**config.mk**
```make
export PLATFORM = sky130hd
export DESIGN_NAME = rcp_engine
export DESIGN_NICKNAME = d
export VERILOG_FILES = /design/src/design/rcp_pkg.sv /design/src/design/rcp_cover.sv /design/src/design/rcp_engine.sv
export SDC_FILE = /design/constraint.sdc
export NUM_CORES = 1
export LEC_CHECK = 0
export ABC_AREA = 1
export BUFFER_PORTS_ARGS = -buffer_cell sky130_fd_sc_hd__buf_4
export CAP_MARGIN = 15
export CORE_MARGIN = 2
export CORE_UTILIZATION = 55
export DETAILED_ROUTE_END_ITERATION = 6
export PLACE_DENSITY = 0.77
export SLEW_MARGIN = 20
export SYNTH_ARGS = -nofsm -noshare
export SYNTH_HDL_FRONTEND = slang
export SYNTH_SLANG_ARGS = --single-unit
```
**constraint.sdc**
```tcl
create_clock -name clock -period 7.5 [get_ports clock]
set_clock_uncertainty 0.1 [all_clocks]
set_input_delay 0.375 -clock clock [delete_from_list [all_inputs] [get_ports clock]]
set_output_delay 0.375 -clock clock [all_outputs]
set_load 0.02 [all_outputs]
```
**src/design/rcp_pkg.sv**
```systemverilog
// Package for the rectangle canvas painter: sizes, codes, word layouts and
// the fixed-point truncation helper. No dependencies.
`timescale 1ns / 1ps
`default_nettype none

package rcp_pkg;

   // Canvas geometry and coordinate format.
   localparam int MAX_SIDE        = 256;
   localparam int COORD_FRAC_BITS = 8;
   localparam int COORD_W         = 19;
   localparam int SUM_W           = COORD_W + 1;
   localparam int EDGE_W          = SUM_W - COORD_FRAC_BITS + 1;
   localparam int IDX_W           = $clog2(MAX_SIDE);
   localparam int ADDR_W          = 2 * IDX_W;
   localparam int SCALED_W        = IDX_W + COORD_FRAC_BITS + 1;
   localparam int CMP_W           = (SCALED_W > SUM_W) ? SCALED_W : SUM_W;
   localparam int CFG_W           = 9;
   localparam int PIX_W           = 8;
   localparam int RD_W            = 8;

   localparam logic signed [SUM_W-1:0] ONE_Q = SUM_W'(2 ** COORD_FRAC_BITS);

   // Register reset values.
   localparam logic [CFG_W-1:0] SIDE_RESET = CFG_W'(256);
   localparam logic [PIX_W-1:0] BG_RESET   = PIX_W'(32);
   localparam logic [CFG_W-1:0] SIDE_MAX   = CFG_W'(MAX_SIDE);

   // Configuration port.
   localparam int CSR_AW = 4;
   localparam int CSR_DW = 32;
   localparam logic [1:0] REG_CANVAS_WIDTH  = 2'd0;
   localparam logic [1:0] REG_CANVAS_HEIGHT = 2'd1;
   localparam logic [1:0] REG_BACKGROUND    = 2'd2;

   // Request word layout, lowest bit first.
   localparam int X_LSB    = 0;
   localparam int Y_LSB    = X_LSB + COORD_W;
   localparam int W_LSB    = Y_LSB + COORD_W;
   localparam int H_LSB    = W_LSB + COORD_W;
   localparam int PAINT_LSB = H_LSB + COORD_W;
   localparam int ROW_LSB  = PAINT_LSB + PIX_W;
   localparam int COL_LSB  = ROW_LSB + RD_W;
   localparam int REQ_USED = COL_LSB + RD_W;
   localparam int REQ_DW   = ((REQ_USED + 7) / 8) * 8;

   typedef enum logic [1:0] {
      REQ_CLEAR   = 2'd0,
      REQ_FILL    = 2'd1,
      REQ_OUTLINE = 2'd2,
      REQ_READ    = 2'd3
   } rcp_kind_type;

   typedef enum logic [1:0] {
      STATUS_OK       = 2'd0,
      STATUS_BAD_SIZE = 2'd1,
      STATUS_OUTSIDE  = 2'd2
   } rcp_status_type;

   typedef enum logic [2:0] {
      ST_INIT,
      ST_IDLE,
      ST_CLEAR,
      ST_DRAW,
      ST_READ,
      ST_DONE
   } rcp_state_type;

   // One request word, unpacked.
   typedef struct packed {
      rcp_kind_type               kind;
      logic signed [COORD_W-1:0]  rect_x;
      logic signed [COORD_W-1:0]  rect_y;
      logic signed [COORD_W-1:0]  rect_width;
      logic signed [COORD_W-1:0]  rect_height;
      logic [PIX_W-1:0]           paint_char;
      logic [RD_W-1:0]            read_row;
      logic [RD_W-1:0]            read_col;
   } rcp_req_type;

   // One result word.
   typedef struct packed {
      logic [1:0]       status;
      logic [PIX_W-1:0] pixel;
   } rcp_res_type;

   // Rectangle bounds held for the length of a draw sweep.
   typedef struct packed {
      logic signed [COORD_W-1:0] x;
      logic signed [COORD_W-1:0] y;
      logic signed [EDGE_W-1:0]  xe;
      logic signed [EDGE_W-1:0]  x1;
      logic signed [EDGE_W-1:0]  ye;
      logic signed [EDGE_W-1:0]  y1;
      logic                      outline;
   } rcp_edges_type;

   // Canvas memory access for one cycle.
   typedef struct packed {
      logic              we;
      logic              re;
      logic [ADDR_W-1:0] addr;
      logic [PIX_W-1:0]  wdata;
   } rcp_mem_req_type;

   // Fixed-point to integer, truncating toward zero.
   function automatic logic signed [EDGE_W-1:0] trunc_q(input logic signed [SUM_W-1:0] v);
      logic signed [SUM_W:0] wide;
      logic [SUM_W:0]        mag;
      wide = (SUM_W + 1)'(v);
      mag  = $unsigned(-wide) >> COORD_FRAC_BITS;
      if (v[SUM_W-1]) begin
         return -$signed(EDGE_W'(mag));
      end
      return EDGE_W'(wide >>> COORD_FRAC_BITS);
   endfunction

endpackage

`default_nettype wire

```
**src/design/rcp_cover.sv**
```systemverilog
// Coverage test for one pixel against the held rectangle bounds, fill or
// outline. Depends on rcp_pkg.
`timescale 1ns / 1ps
`default_nettype none

module rcp_cover
   import rcp_pkg::*;
(
   input  wire logic [IDX_W-1:0] row,
   input  wire logic [IDX_W-1:0] col,
   input  wire rcp_edges_type    edges,
   output logic                  hit
);

   logic signed [CMP_W-1:0] col_v, row_v, col_s, row_s;
   logic signed [CMP_W-1:0] x_v, y_v, xe_v, x1_v, ye_v, y1_v;
   logic                    col_in, row_in, border;

   // Pixel indexes as integers and in fixed point.
   assign col_v = $signed(CMP_W'(col));
   assign row_v = $signed(CMP_W'(row));
   assign col_s = col_v <<< COORD_FRAC_BITS;
   assign row_s = row_v <<< COORD_FRAC_BITS;

   // Bounds widened to the compare width.
   assign x_v  = CMP_W'(edges.x);
   assign y_v  = CMP_W'(edges.y);
   assign xe_v = CMP_W'(edges.xe);
   assign x1_v = CMP_W'(edges.x1);
   assign ye_v = CMP_W'(edges.ye);
   assign y1_v = CMP_W'(edges.y1);

   // Inside test per axis, then the border test for outlines.
   assign col_in = (col_s >= x_v) && (col_v <= xe_v);
   assign row_in = (row_s >= y_v) && (row_v <= ye_v);
   assign border = (col_v <= x1_v) || (col_v >= xe_v) || (row_v <= y1_v) || (row_v >= ye_v);
   assign hit    = col_in && row_in && (!edges.outline || border);

endmodule

`default_nettype wire

```
**src/design/rcp_engine.sv**
```systemverilog
// Request sequencer: reset clearing pass, clear and draw sweeps over the
// canvas memory, pixel reads. Depends on rcp_pkg and rcp_cover.
`timescale 1ns / 1ps
`default_nettype none

module rcp_engine
   import rcp_pkg::*;
(
   input  wire logic             clock,
   input  wire logic             reset,
   input  wire logic             start,
   input  wire rcp_req_type      req,
   input  wire logic [CFG_W-1:0] cols_used,
   input  wire logic [CFG_W-1:0] rows_used,
   input  wire logic [PIX_W-1:0] background,
   output logic                  ready,
   output rcp_mem_req_type       mem_req,
   input  wire logic [PIX_W-1:0] rd_data,
   output logic                  res_valid,
   input  wire logic             res_ready,
   output rcp_res_type           res
);

   rcp_state_type    state_ff, state_in;
   logic [IDX_W-1:0] row_ff, row_in, col_ff, col_in;
   logic [PIX_W-1:0] data_ff, data_in;
   rcp_edges_type    edges_ff, edges_in;
   logic [1:0]       status_ff, status_in;
   logic             is_read_ff, is_read_in;

   logic             bad_size, outside, empty, hit;
   logic             col_last, row_last, sweep_last, draw_last;

   // Request classification at accept time.
   assign bad_size = req.rect_width[COORD_W-1] || (req.rect_width == '0)
                  || req.rect_height[COORD_W-1] || (req.rect_height == '0);
   assign outside  = (CFG_W'(req.read_row) >= rows_used) || (CFG_W'(req.read_col) >= cols_used);
   assign empty    = (rows_used == '0) || (cols_used == '0);

   // Sweep end conditions.
   assign sweep_last = &{row_ff, col_ff};
   assign col_last   = (CFG_W'(col_ff) + CFG_W'(1)) == cols_used;
   assign row_last   = (CFG_W'(row_ff) + CFG_W'(1)) == rows_used;
   assign draw_last  = col_last && row_last;

   // Pixel coverage for the current sweep position.
   rcp_cover u_cover (
      .row   (row_ff),
      .col   (col_ff),
      .edges (edges_ff),
      .hit   (hit)
   );

   // Next state.
   always_comb begin
      state_in = state_ff;
      unique case (state_ff)
         ST_INIT: begin
            if (sweep_last) state_in = ST_IDLE;
         end
         ST_IDLE: begin
            if (start) begin
               unique case (req.kind)
                  REQ_CLEAR: state_in = ST_CLEAR;
                  REQ_READ:  state_in = outside ? ST_DONE : ST_READ;
                  default:   state_in = (bad_size || empty) ? ST_DONE : ST_DRAW;
               endcase
            end
         end
         ST_CLEAR: begin
            if (sweep_last) state_in = ST_DONE;
         end
         ST_DRAW: begin
            if (draw_last) state_in = ST_DONE;
         end
         ST_READ: state_in = ST_DONE;
         ST_DONE: begin
            if (res_ready) state_in = ST_IDLE;
         end
         default: state_in = ST_IDLE;
      endcase
   end

   // Outputs: handshake and memory access.
   always_comb begin
      ready         = 1'b0;
      res_valid     = 1'b0;
      mem_req.we    = 1'b0;
      mem_req.re    = 1'b0;
      mem_req.addr  = {row_ff, col_ff};
      mem_req.wdata = data_ff;
      unique case (state_ff)
         ST_INIT, ST_CLEAR: mem_req.we = 1'b1;
         ST_IDLE:           ready = 1'b1;
         ST_DRAW:           mem_req.we = hit;
         ST_READ:           mem_req.re = 1'b1;
         ST_DONE:           res_valid = 1'b1;
         default:           ready = 1'b0;
      endcase
   end

   // Sweep position and write data.
   always_comb begin
      row_in  = row_ff;
      col_in  = col_ff;
      data_in = data_ff;
      case (state_ff)
         ST_IDLE: begin
            if (start) begin
               if (req.kind == REQ_READ) begin
                  row_in = IDX_W'(req.read_row);
                  col_in = IDX_W'(req.read_col);
               end else begin
                  row_in = '0;
                  col_in = '0;
               end
               data_in = (req.kind == REQ_CLEAR) ? background : req.paint_char;
            end
         end
         ST_INIT, ST_CLEAR: {row_in, col_in} = {row_ff, col_ff} + ADDR_W'(1);
         ST_DRAW: begin
            if (col_last) begin
               col_in = '0;
               row_in = row_ff + IDX_W'(1);
            end else begin
               col_in = col_ff + IDX_W'(1);
            end
         end
         default: ;
      endcase
   end

   // Bounds and result code, captured when a request is taken.
   always_comb begin
      edges_in   = edges_ff;
      status_in  = status_ff;
      is_read_in = is_read_ff;
      if (start) begin
         edges_in.x       = req.rect_x;
         edges_in.y       = req.rect_y;
         edges_in.xe      = trunc_q(SUM_W'(req.rect_x) + SUM_W'(req.rect_width));
         edges_in.ye      = trunc_q(SUM_W'(req.rect_y) + SUM_W'(req.rect_height));
         edges_in.x1      = trunc_q(SUM_W'(req.rect_x) + ONE_Q);
         edges_in.y1      = trunc_q(SUM_W'(req.rect_y) + ONE_Q);
         edges_in.outline = (req.kind == REQ_OUTLINE);
         is_read_in       = (req.kind == REQ_READ) && !outside;
         case (req.kind)
            REQ_CLEAR: status_in = STATUS_OK;
            REQ_READ:  status_in = outside ? STATUS_OUTSIDE : STATUS_OK;
            default:   status_in = bad_size ? STATUS_BAD_SIZE : STATUS_OK;
         endcase
      end
   end

   // Control registers; the reset pass fills with the reset background.
   always_ff @(posedge clock) begin
      if (reset) begin
         state_ff <= ST_INIT;
         row_ff   <= '0;
         col_ff   <= '0;
         data_ff  <= BG_RESET;
      end else begin
         state_ff <= state_in;
         row_ff   <= row_in;
         col_ff   <= col_in;
         data_ff  <= data_in;
      end
   end

   // Payload registers.
   always_ff @(posedge clock) begin
      edges_ff   <= edges_in;
      status_ff  <= status_in;
      is_read_ff <= is_read_in;
   end

   assign res.status = status_ff;
   assign res.pixel  = is_read_ff ? rd_data : '0;

endmodule

`default_nettype wire

```
## Word-level counts from Yosys, hierarchy flattened

Cells that the tools add are included.

- Muxes and demuxes: 42
- Equality and inequality tests: 15
- Reductions and logical operators: 31
- Magnitude comparators: 10
- Add/sub/neg operators: 17

Operator list:

| operator | number |
|---|---|
| 13-bit 2-to-1 mux | 8 |
| 20-bit negation with 21-bit output | 4 |
| 8-bit 2-to-1 mux | 8 |
| 9-bit by 13-bit less-or-equal comparator with 1-bit output | 4 |
| 13-bit negation | 4 |
| 8-bit case mux with 3 select lines | 2 |
| 19-bit by 10-bit adder with 20-bit output (second input constant) | 2 |
| 19-bit by 19-bit adder with 20-bit output | 2 |
| 17-bit by 19-bit greater-or-equal comparator with 1-bit output | 2 |
| 19-bit logical NOT | 2 |
| 9-bit by 13-bit greater-or-equal comparator with 1-bit output | 2 |
| 8-bit by 1-bit adder with 9-bit output (second input constant) | 2 |
| 9-bit equality test | 2 |
| 8-bit by 9-bit greater-or-equal comparator with 1-bit output | 2 |
| 9-bit logical NOT | 2 |
| 3-bit 2-to-1 mux | 6 |
| 3-bit case mux with 6 select lines | 1 |
| 16-bit by 1-bit adder with 16-bit output (second input constant) | 1 |
| 8-bit by 1-bit adder with 8-bit output (second input constant) | 2 |
| 16-bit AND reduction | 1 |
| 1-bit 2-to-1 mux | 13 |
| 2-bit inequality test (second input constant) | 6 |
| 1-bit logical OR | 10 |
| 3-bit by 2-bit equality test with 1-bit output (second input constant) | 2 |
| other kinds (16) | 25 |

- Flip-flop bits (word level): 121
- Output and inout bits: 38

## Longest topological paths before layout

Gate-level depths: netlist of the first run.

- Depth after elaboration: 9
- Depth in mapped cells: 22

## Cells and area by module

From an unflattened synthesis of the first run, not the netlist that was laid out.

- Cell total of the unflattened synthesis: 1,860
- Area, all modules: 12,428.2 um^2

By module, submodules not included:

| module | area an instance (um^2) | seq. area each (um^2) | times used | cells an instance |
|---|---|---|---|---|
| rcp_engine | 10,861.7 | 3,363.2 | 1 | 1,593 |
| rcp_cover | 1,566.5 | 0.0 | 1 | 267 |

## Worst setup path before layout of the first run

No wires, ideal clock.

- Path type: input to register
- Start: in req[43] (netlist name)
- End: reg edges_ff[52] (netlist name), data pin
- Arrival time: 2.813 ns
- Stages: 18
- Setup slack: 4.334 ns
- Required time: 7.147 ns
- Path buffers: 0
- Path through: ha_1 -> fa_1 -> or2_2 -> a21oi_1 -> nand2_1 -> nor2_1 -> nand3_4 -> nor2_8 -> nand2_2 -> nand2_1 -> ha_1 -> nand3_2 -> nor2_4 -> nand2_2 -> nor2_4 -> nand2_1 -> o21ai_1 -> inv_1

- Longest elaborated chain between the ends: 5

Ends and longest elaborated chain:

| element | line | source |
|---|---|---|
| start, declared | rcp_engine.sv:12 | `input wire rcp_req_type req,` |
| 19-bit by 19-bit adder with 20-bit output (*) | rcp_engine.sv:141 | `edges_in.xe = trunc_q(SUM_W'(req.rect_x) + SUM_W'(req.rect_width));` |
| 20-bit negation with 21-bit output | rcp_pkg.sv:111 | `mag = $unsigned(-wide) >> COORD_FRAC_BITS;` |
| 13-bit negation | rcp_pkg.sv:113 | `return -$signed(EDGE_W'(mag));` |
| 13-bit 2-to-1 mux | rcp_pkg.sv:112 | `if (v[SUM_W-1]) begin` |
| 13-bit 2-to-1 mux (*) | rcp_pkg.sv:115 | `return EDGE_W'(wide >>> COORD_FRAC_BITS);` |
| end signal, assigned | rcp_engine.sv:172 | `edges_ff <= edges_in;` |
| end, declared | rcp_engine.sv:27 | `rcp_edges_type edges_ff, edges_in;` |

Mark *: on every way between the ends. The rest lies on a longest branch, timed or not. The select of a mux whose other input is x is not followed.
A chain may end at the register's enable or synchronous reset.

==> results of run 1 <==
[power breakdown]
part / internal (mW) / switching, mW / total (mW)
logic: 0.259 / 0.462 / 0.721
clock network: 0.519 / 0.322 / 0.841
registers: 0.797 / 0.0241 / 0.821
[worst max-delay path, delay by kind of cell, from the launching register on]
family                   cells  cell delay [ns]
AND/OR/NAND/NOR              6             1.28
flip-flops                   1             0.43
adder cells (fa/ha/maj)      1             0.33
AO/OA/AOI/OAI                2             0.30
buffers and inverters        1             0.15
[stage by stage]
| stage | util (%) | total power [mW] | std cells | instance area (um2) |
|---|---|---|---|---|
| finish | 66.6 | 2.38 | 2318 | 14700 |
| global route | 66.6 | 2.52 | 2318 | 14700 |
| CTS | 66.6 | 2.39 | 2318 | 14700 |
| detailed placement | 63.8 | 1.55 | 2286 | 14100 |
| global placement | 63.8 | 1.53 | 2286 | 14100 |
| floorplan | - | 1.31 | 1841 | 12400 |
[how the worst max path moves through the flow]
stage                           start                    endpoint  slack (ns)  cells past startpoint
4_1_cts        row_ff[7]$_SDFFE_PP0P_                 mem_req[25]        4.13                     10
5_1_grt        row_ff[0]$_SDFFE_PP0P_                 mem_req[25]        3.82                     15
3_5_place_dp                  req[24]  edges_ff[26]$_SDFFCE_PP0P_        3.97                     19
3_3_place_gp                  req[24]  edges_ff[26]$_SDFFCE_PP0P_        4.01                     19
2_1_floorplan                 req[43]  edges_ff[52]$_SDFFCE_PP0P_        4.33                     18
6_report       row_ff[7]$_SDFFE_PP0P_                 mem_req[25]        4.09                     10
[logic make-up after synthesis]
family | share of synthesized area [%]
DFF | 27.1
xor gates and xnor gates | 3.73
buffers and inverters | 9.45
adders and majority gates | 11.9
AOI/OAI and AO/OA | 10.1
and+or+nand+nor | 37.7
[layer usage]
layer,up-vias,routed length [um]
met5,-,0
met4,0,760
met3,51,2340
met2,421,16100
met1,5802,15100
li1,6482,-
[flip-flops by register name (all words and copies together), names as in the netlist]
| register | count |
|---|---|
| edges_ff | 91 |
| col_ff | 8 |
| data_ff | 8 |
| row_ff | 8 |
| state_ff | 3 |
| status_ff | 2 |
| is_read_ff | 1 |
[area by class of cell]
type                    instances  area share [%]
inverters                     298            7.63
clock inverters                13           0.973
clock buffers                  19            3.17
well taps                     280            2.39
repair buffers                179            9.16
flip-flops and latches        121            22.9
multi-input cells            1408            53.7
[placed cells by master (no fill, tap or decap), types with 11 or more instances in the layout]
cell	instances
o21ai_0	72
ha_1	115
nor2_1	148
nand2_2	36
inv_2	12
edfxtp_1	94
buf_4	179
nor3_1	23
xor2_1	45
nand2_1	511
nand3_1	160
dfxtp_1	27
a21oi_1	70
nand4_1	42
nor4_1	16
o21ai_1	15
or2_2	11
a31oi_1	17
nor2_2	21
clkbuf_16	18
inv_1	284
==> results_dict.tcl, run 1 <==
set metrics [dict create \
    status "complete, no violations" \
    io_buffers 177 \
    yosysTopAreaCellShare_pct 22.7 \
    register_area_um2 3360 \
    viasPerCell 5.50 \
    final_nets 2282 \
    place_ws_ns 3.97 \
    cp_slowest_cell "dfxtp_1" \
    antenna_found_initial 0 \
    fin_setup_tns_ns 0 \
    drt_iter0_drc 1009 \
    synth_edf_count 94 \
    post_cts_buffers 0 \
    cts_buffer_depth 2 \
    tightest_slew_ns 0.960 \
    grt_overflow_total 0 \
    rows 54 \
    rr_startpoint "col_ff[1]$_SDFFE_PP0P_" \
    r2r-end "row_ff[6]$_SDFFE_PP0P_" \
    fin_crit_sh_pct 45.4 \
    synth.area.top_cells "edfxtp_1, nand2_1, ha_1" \
    cts_resized 0 \
    hold_depth 1 \
    critPathMostFrequentCell "nand2_1" \
    power.leakage_nw 7.45 \
    syn_inst 1841 \
    fmax_ghz 0.294 \
    layout-drive-gt1-share_pct 16.0 \
    worstPathCellList "ha_1 -> nor4b_1 -> nor3b_1 -> nand4_1 -> nand3_1 -> o221ai_1 -> a21oi_1 -> nand2_1 -> nand2_1 -> buf_4" \
    timing.final.ws_setup_ns 4.09 \
    die_area_um2 23800 \
    grt_pass1_wl_um 56400 \
    grt_pass1_vias 11900 \
    busiest_layer "met2" \
    ys_async_sr_fraction_pct 0 \
    crit_arrival_ns 2.93 \
    slew_viol_final 0 \
    r2r_cells 13 \
    syn_area_um2 12400 \
    dieHeight_um 154 \
    die_x_um 154 \
    cts_tree "done" \
    grt_usage_pct 28.9 \
    cts_root_buf "clkbuf_16" \
    syn_nets 2098 \
    rsz0062_at_grt "no" \
    holdWs_ns 0.0393 \
    hold_path.class "input pin to flip-flop" \
    synth_flop_cell "edfxtp_1" \
    drc 0 \
    areaGrowthSynthToFinish_pct 18.1 \
    peakVddDrop_uv 136 \
    numCtsBuffers 17 \
    io_pins 178 \
    synth_area_per_cell_um2 6.75 \
    gr-usage-met1_pct 37.1 \
    diodes 0 \
    endpoint_kind "output port" \
    holdPathEnd "edges_ff[76]$_DFFE_PP_" \
    hold_viol 0 \
    hold_buffers 0 \
    synth_top_cell_by_area "edfxtp_1" \
    cpPeakStageDelay_ns 0.43 \
    yosysMostFrequentCell "nand2_1" \
    ys_seq_area_share_pct 27.1 \
    core_um2 22000 \
    maxCapViolCount 0 \
    multiInputGateArea_um2 7880 \
    synthTopCellsByCount "nand2_1, inv_1, nand3_1" \
    grt_max_degree 71 \
    num_vias 12800 \
    grt_use_met2_pct 50.1 \
    slew_headroom_pct 35.7 \
    hpwlAfterDp_um 27700 \
    first_pass_iters 5 \
    p_per_area_nw_per_um2 163 \
    worstSetupPathType "flip-flop to output port" \
    synth_cell_types 61 \
    regToRegSetupSlack_ns 4.51 \
    min-delay-start "req[85]" \
    fillers 1966 \
    met3_usage_pct 4.96 \
    routed_wirelength_um 34300 \
    ys_ff_latch 121 \
    cts-htree-levels 4 \
    yosysWarningCount 0 \
    initial_utilization_pct 56.4 \
    clk_latency_ns 0.43 \
    globalplace.congestion 0.969 \
    period_needed_ns 3.41 \
    path_max_fanout 7 \
    path_clk_slew_ns 0.06 \
    worst_ep_required_time_ns 7.03 \
    avgRoutedWirePerCell_um 14.8 \
    antenna_left 0 \
    cp-start-kind "flip-flop" \
    numClockSinks 121 \
    setup_viol 0 \
]
Note: power is estimated with default switching activity, not from simulation.
==> inputs of run 2 (changes only) <==
--- a/config.mk
+++ b/config.mk
@@ -5,13 +5,13 @@
 export SDC_FILE = /design/constraint.sdc
 export NUM_CORES = 1
 export LEC_CHECK = 0
-export ABC_AREA = 1
+export ABC_AREA = 0
 export BUFFER_PORTS_ARGS = -buffer_cell sky130_fd_sc_hd__buf_4
 export CAP_MARGIN = 15
 export CORE_MARGIN = 2
 export CORE_UTILIZATION = 55
 export DETAILED_ROUTE_END_ITERATION = 6
-export PLACE_DENSITY = 0.77
+export PLACE_DENSITY = 0.78
 export SLEW_MARGIN = 20
 export SYNTH_ARGS = -nofsm -noshare
 export SYNTH_HDL_FRONTEND = slang
==> constraint.sdc (replaced) <==
create_clock -name clock -period 3.3 [get_ports clock]
set_clock_uncertainty 0.1 [all_clocks]
set_input_delay 0.165 -clock clock [delete_from_list [all_inputs] [get_ports clock]]
set_output_delay 0.165 -clock clock [all_outputs]
set_load 0.02 [all_outputs]
==> results_dict.tcl, run 2 <==
set metrics [dict create \
    die_area_um2 21700 \
    layout_common_cells "buf_4, ha_1, nor2_1" \
    r2r_cells 9 \
    final_common_cell "buf_4" \
    ys_seq_area_share_pct 29.8 \
    globalplace.congestion 0.927 \
    grt_pass1_wl_um 54300 \
    layout-drive-gt1-share_pct 26.3 \
    hpwlAfterDp_um 25300 \
    yosysMostFrequentCell "ha_1" \
    slew_viol_final 0 \
    cts_tree "done" \
    path_max_fanout 6 \
    crit_arrival_ns 3.82 \
    io_buffers 177 \
    hold_depth 3 \
    synth_top_cell_by_area "edfxtp_1" \
    status "complete, but fails checks" \
    clk_latency_ns 0.42 \
    largest_reg_flops 91 \
    yosysWarningCount 0 \
    synth_area_per_cell_um2 8.70 \
    synth_cell_types 84 \
    setup_viol 6 \
    maxCapViolCount 0 \
    grt_max_degree 63 \
    rows 52 \
    holdPathEnd "data_ff[4]$_SDFFE_PP0P_" \
    drc 0 \
    grt_pass1_vias 11200 \
    numClockSinks 121 \
    cts_root_buf "clkbuf_16" \
    rsz0062_at_grt "yes" \
    peakVddDrop_uv 356 \
    hold_viol 0 \
    period_needed_ns 3.75 \
    num_vias 11600 \
    syn_inst 1300 \
    antenna_left 0 \
    ys_async_sr_fraction_pct 0 \
    final_nets 1904 \
    grt_usage_pct 30.7 \
    slew_headroom_pct 42.3 \
    synth_flop_cell "edfxtp_1" \
    cp-start-kind "input pin" \
    yosysTopAreaCellShare_pct 25.0 \
    fmax_ghz 0.267 \
    first_pass_iters 5 \
    cts-htree-levels 4 \
    dieHeight_um 147 \
    synth_edf_count 94 \
    fin_total_pwr_mw 5.63 \
    cts_buffer_depth 2 \
    die_x_um 147 \
    ys_ff_latch 121 \
    utilization_pct 75.6 \
    areaGrowthSynthToFinish_pct 35.2 \
    min-delay-start "background[4]" \
    p_per_area_nw_per_um2 368 \
    path_clk_slew_ns 0.06 \
    endpoint_kind "flip-flop" \
    top_register "edges_ff" \
    rr_startpoint "col_ff[3]$_SDFFE_PP0P_" \
    syn_area_um2 11300 \
    routed_wirelength_um 34600 \
    tightest_slew_ns 0.857 \
    timing.final.ws_setup_ns -0.448 \
    regToRegSetupSlack_ns 0.24 \
    io_pins 178 \
    grt_overflow_total 0 \
    violations "setup timing" \
    drt_iter0_drc 770 \
    fillers 1429 \
    initial_utilization_pct 55.9 \
    viasPerCell 6.03 \
    antenna_found_initial 0 \
    fin_crit_sh_pct 114 \
    avgRoutedWirePerCell_um 17.9 \
    hold_path.class "input pin to flip-flop" \
    synthTopCellsByCount "ha_1, a21oi_1, nor2_1" \
    synth.area.top_cells "edfxtp_1, ha_1, xnor2_1" \
    power.leakage_nw 6.58 \
    worstSetupPathType "input pin to flip-flop" \
    r2r-end "col_ff[7]$_SDFFE_PP0P_" \
    worst_ep_required_time_ns 3.37 \
    core_um2 20200 \
    syn_nets 1557 \
    numCtsBuffers 17 \
    diodes 0 \
]
run 2: logic make-up after synthesis:
kind of cell / share of synthesized area, %
DFF: 29.8
buffers and inverters: 3.96
AOI/OAI and AO/OA: 19.6
adders and majority gates: 13.1
and+or+nand+nor: 21.3
muxes: 2.10
xor gates and xnor gates: 10.1
run 2: cell type report:
| class | instances | area, um2 | share of cell area (%) |
|---|---|---|---|
| multi-input cells | 1063 | 7820 | 51.1 |
| flip-flops and latches | 121 | 3360 | 22.0 |
| well taps | 270 | 338 | 2.21 |
| clock inverters | 13 | 176 | 1.15 |
| repair buffers | 365 | 2860 | 18.7 |
| inverters | 79 | 297 | 1.94 |
| clock buffers | 19 | 433 | 2.83 |
run 2: routing by layer:
metal / up-vias / GRT usage, % / part of all wire (%)
met5: - / 0 / 0
met4: 0 / 9.76 / 2.6
met2: 530 / 52.8 / 48
li1: 5559 / - / -
met3: 91 / 5.62 / 7.5
met1: 5459 / 39.3 / 42
run 2: per-stage QoR:
step	setup WS (ns)	area, um2	hold WS [ns]	cells	TNS [ns]
floorplan	-0.798	11400	0.164	1300	-1.90
global placement	-0.993	14000	0.299	1849	-4.05
detailed placement	-1.03	14000	0.308	1849	-5.01
CTS	-0.387	15000	0.00163	1924	-0.601
global route	-0.541	15300	0.0157	1930	-1.82
finish	-0.448	15300	0.00921	1930	-1.12
run 2: timing repair:
item / in CTS / in global routing
hold endpoints to repair: 38 / 0
endpoints found under the setup margin: 5 / 16
pin swaps: 19 / 18
hold buffers: 39 / 0
gates resized for setup: 12 / 40
setup buffers: 4 / 6
run 2: worst max-delay path by stage:
stage	from	endpoint	cells past startpoint
4_1_cts	req[81]	edges_ff[48]$_DFFE_PP_	16
6_report	req[47]	edges_ff[48]$_DFFE_PP_	13
2_1_floorplan	req[43]	edges_ff[48]$_DFFE_PP_	14
3_5_place_dp	req[43]	edges_ff[48]$_DFFE_PP_	15
3_3_place_gp	req[43]	edges_ff[48]$_DFFE_PP_	15
5_1_grt	req[47]	edges_ff[48]$_DFFE_PP_	13
run 2: power by group:
group	internal, mW	switching (mW)	total, mW
clock	1.26	0.675	1.93
sequential	1.82	0.0507	1.87
combinational	0.866	0.964	1.83
total	3.94	1.69	5.63
run 2: critical path, stage by stage:
cell and delay [ns]:
buf_4 0.11, ha_1 0.40, a2111oi_4 0.42, o31ai_2 0.14, buf_4 0.17, a41oi_2 0.23, xnor2_1 0.16, buf_4 0.18
or4_1 0.70, or3_4 0.47, or4_4 0.43, a21oi_2 0.15, xnor2_1 0.08
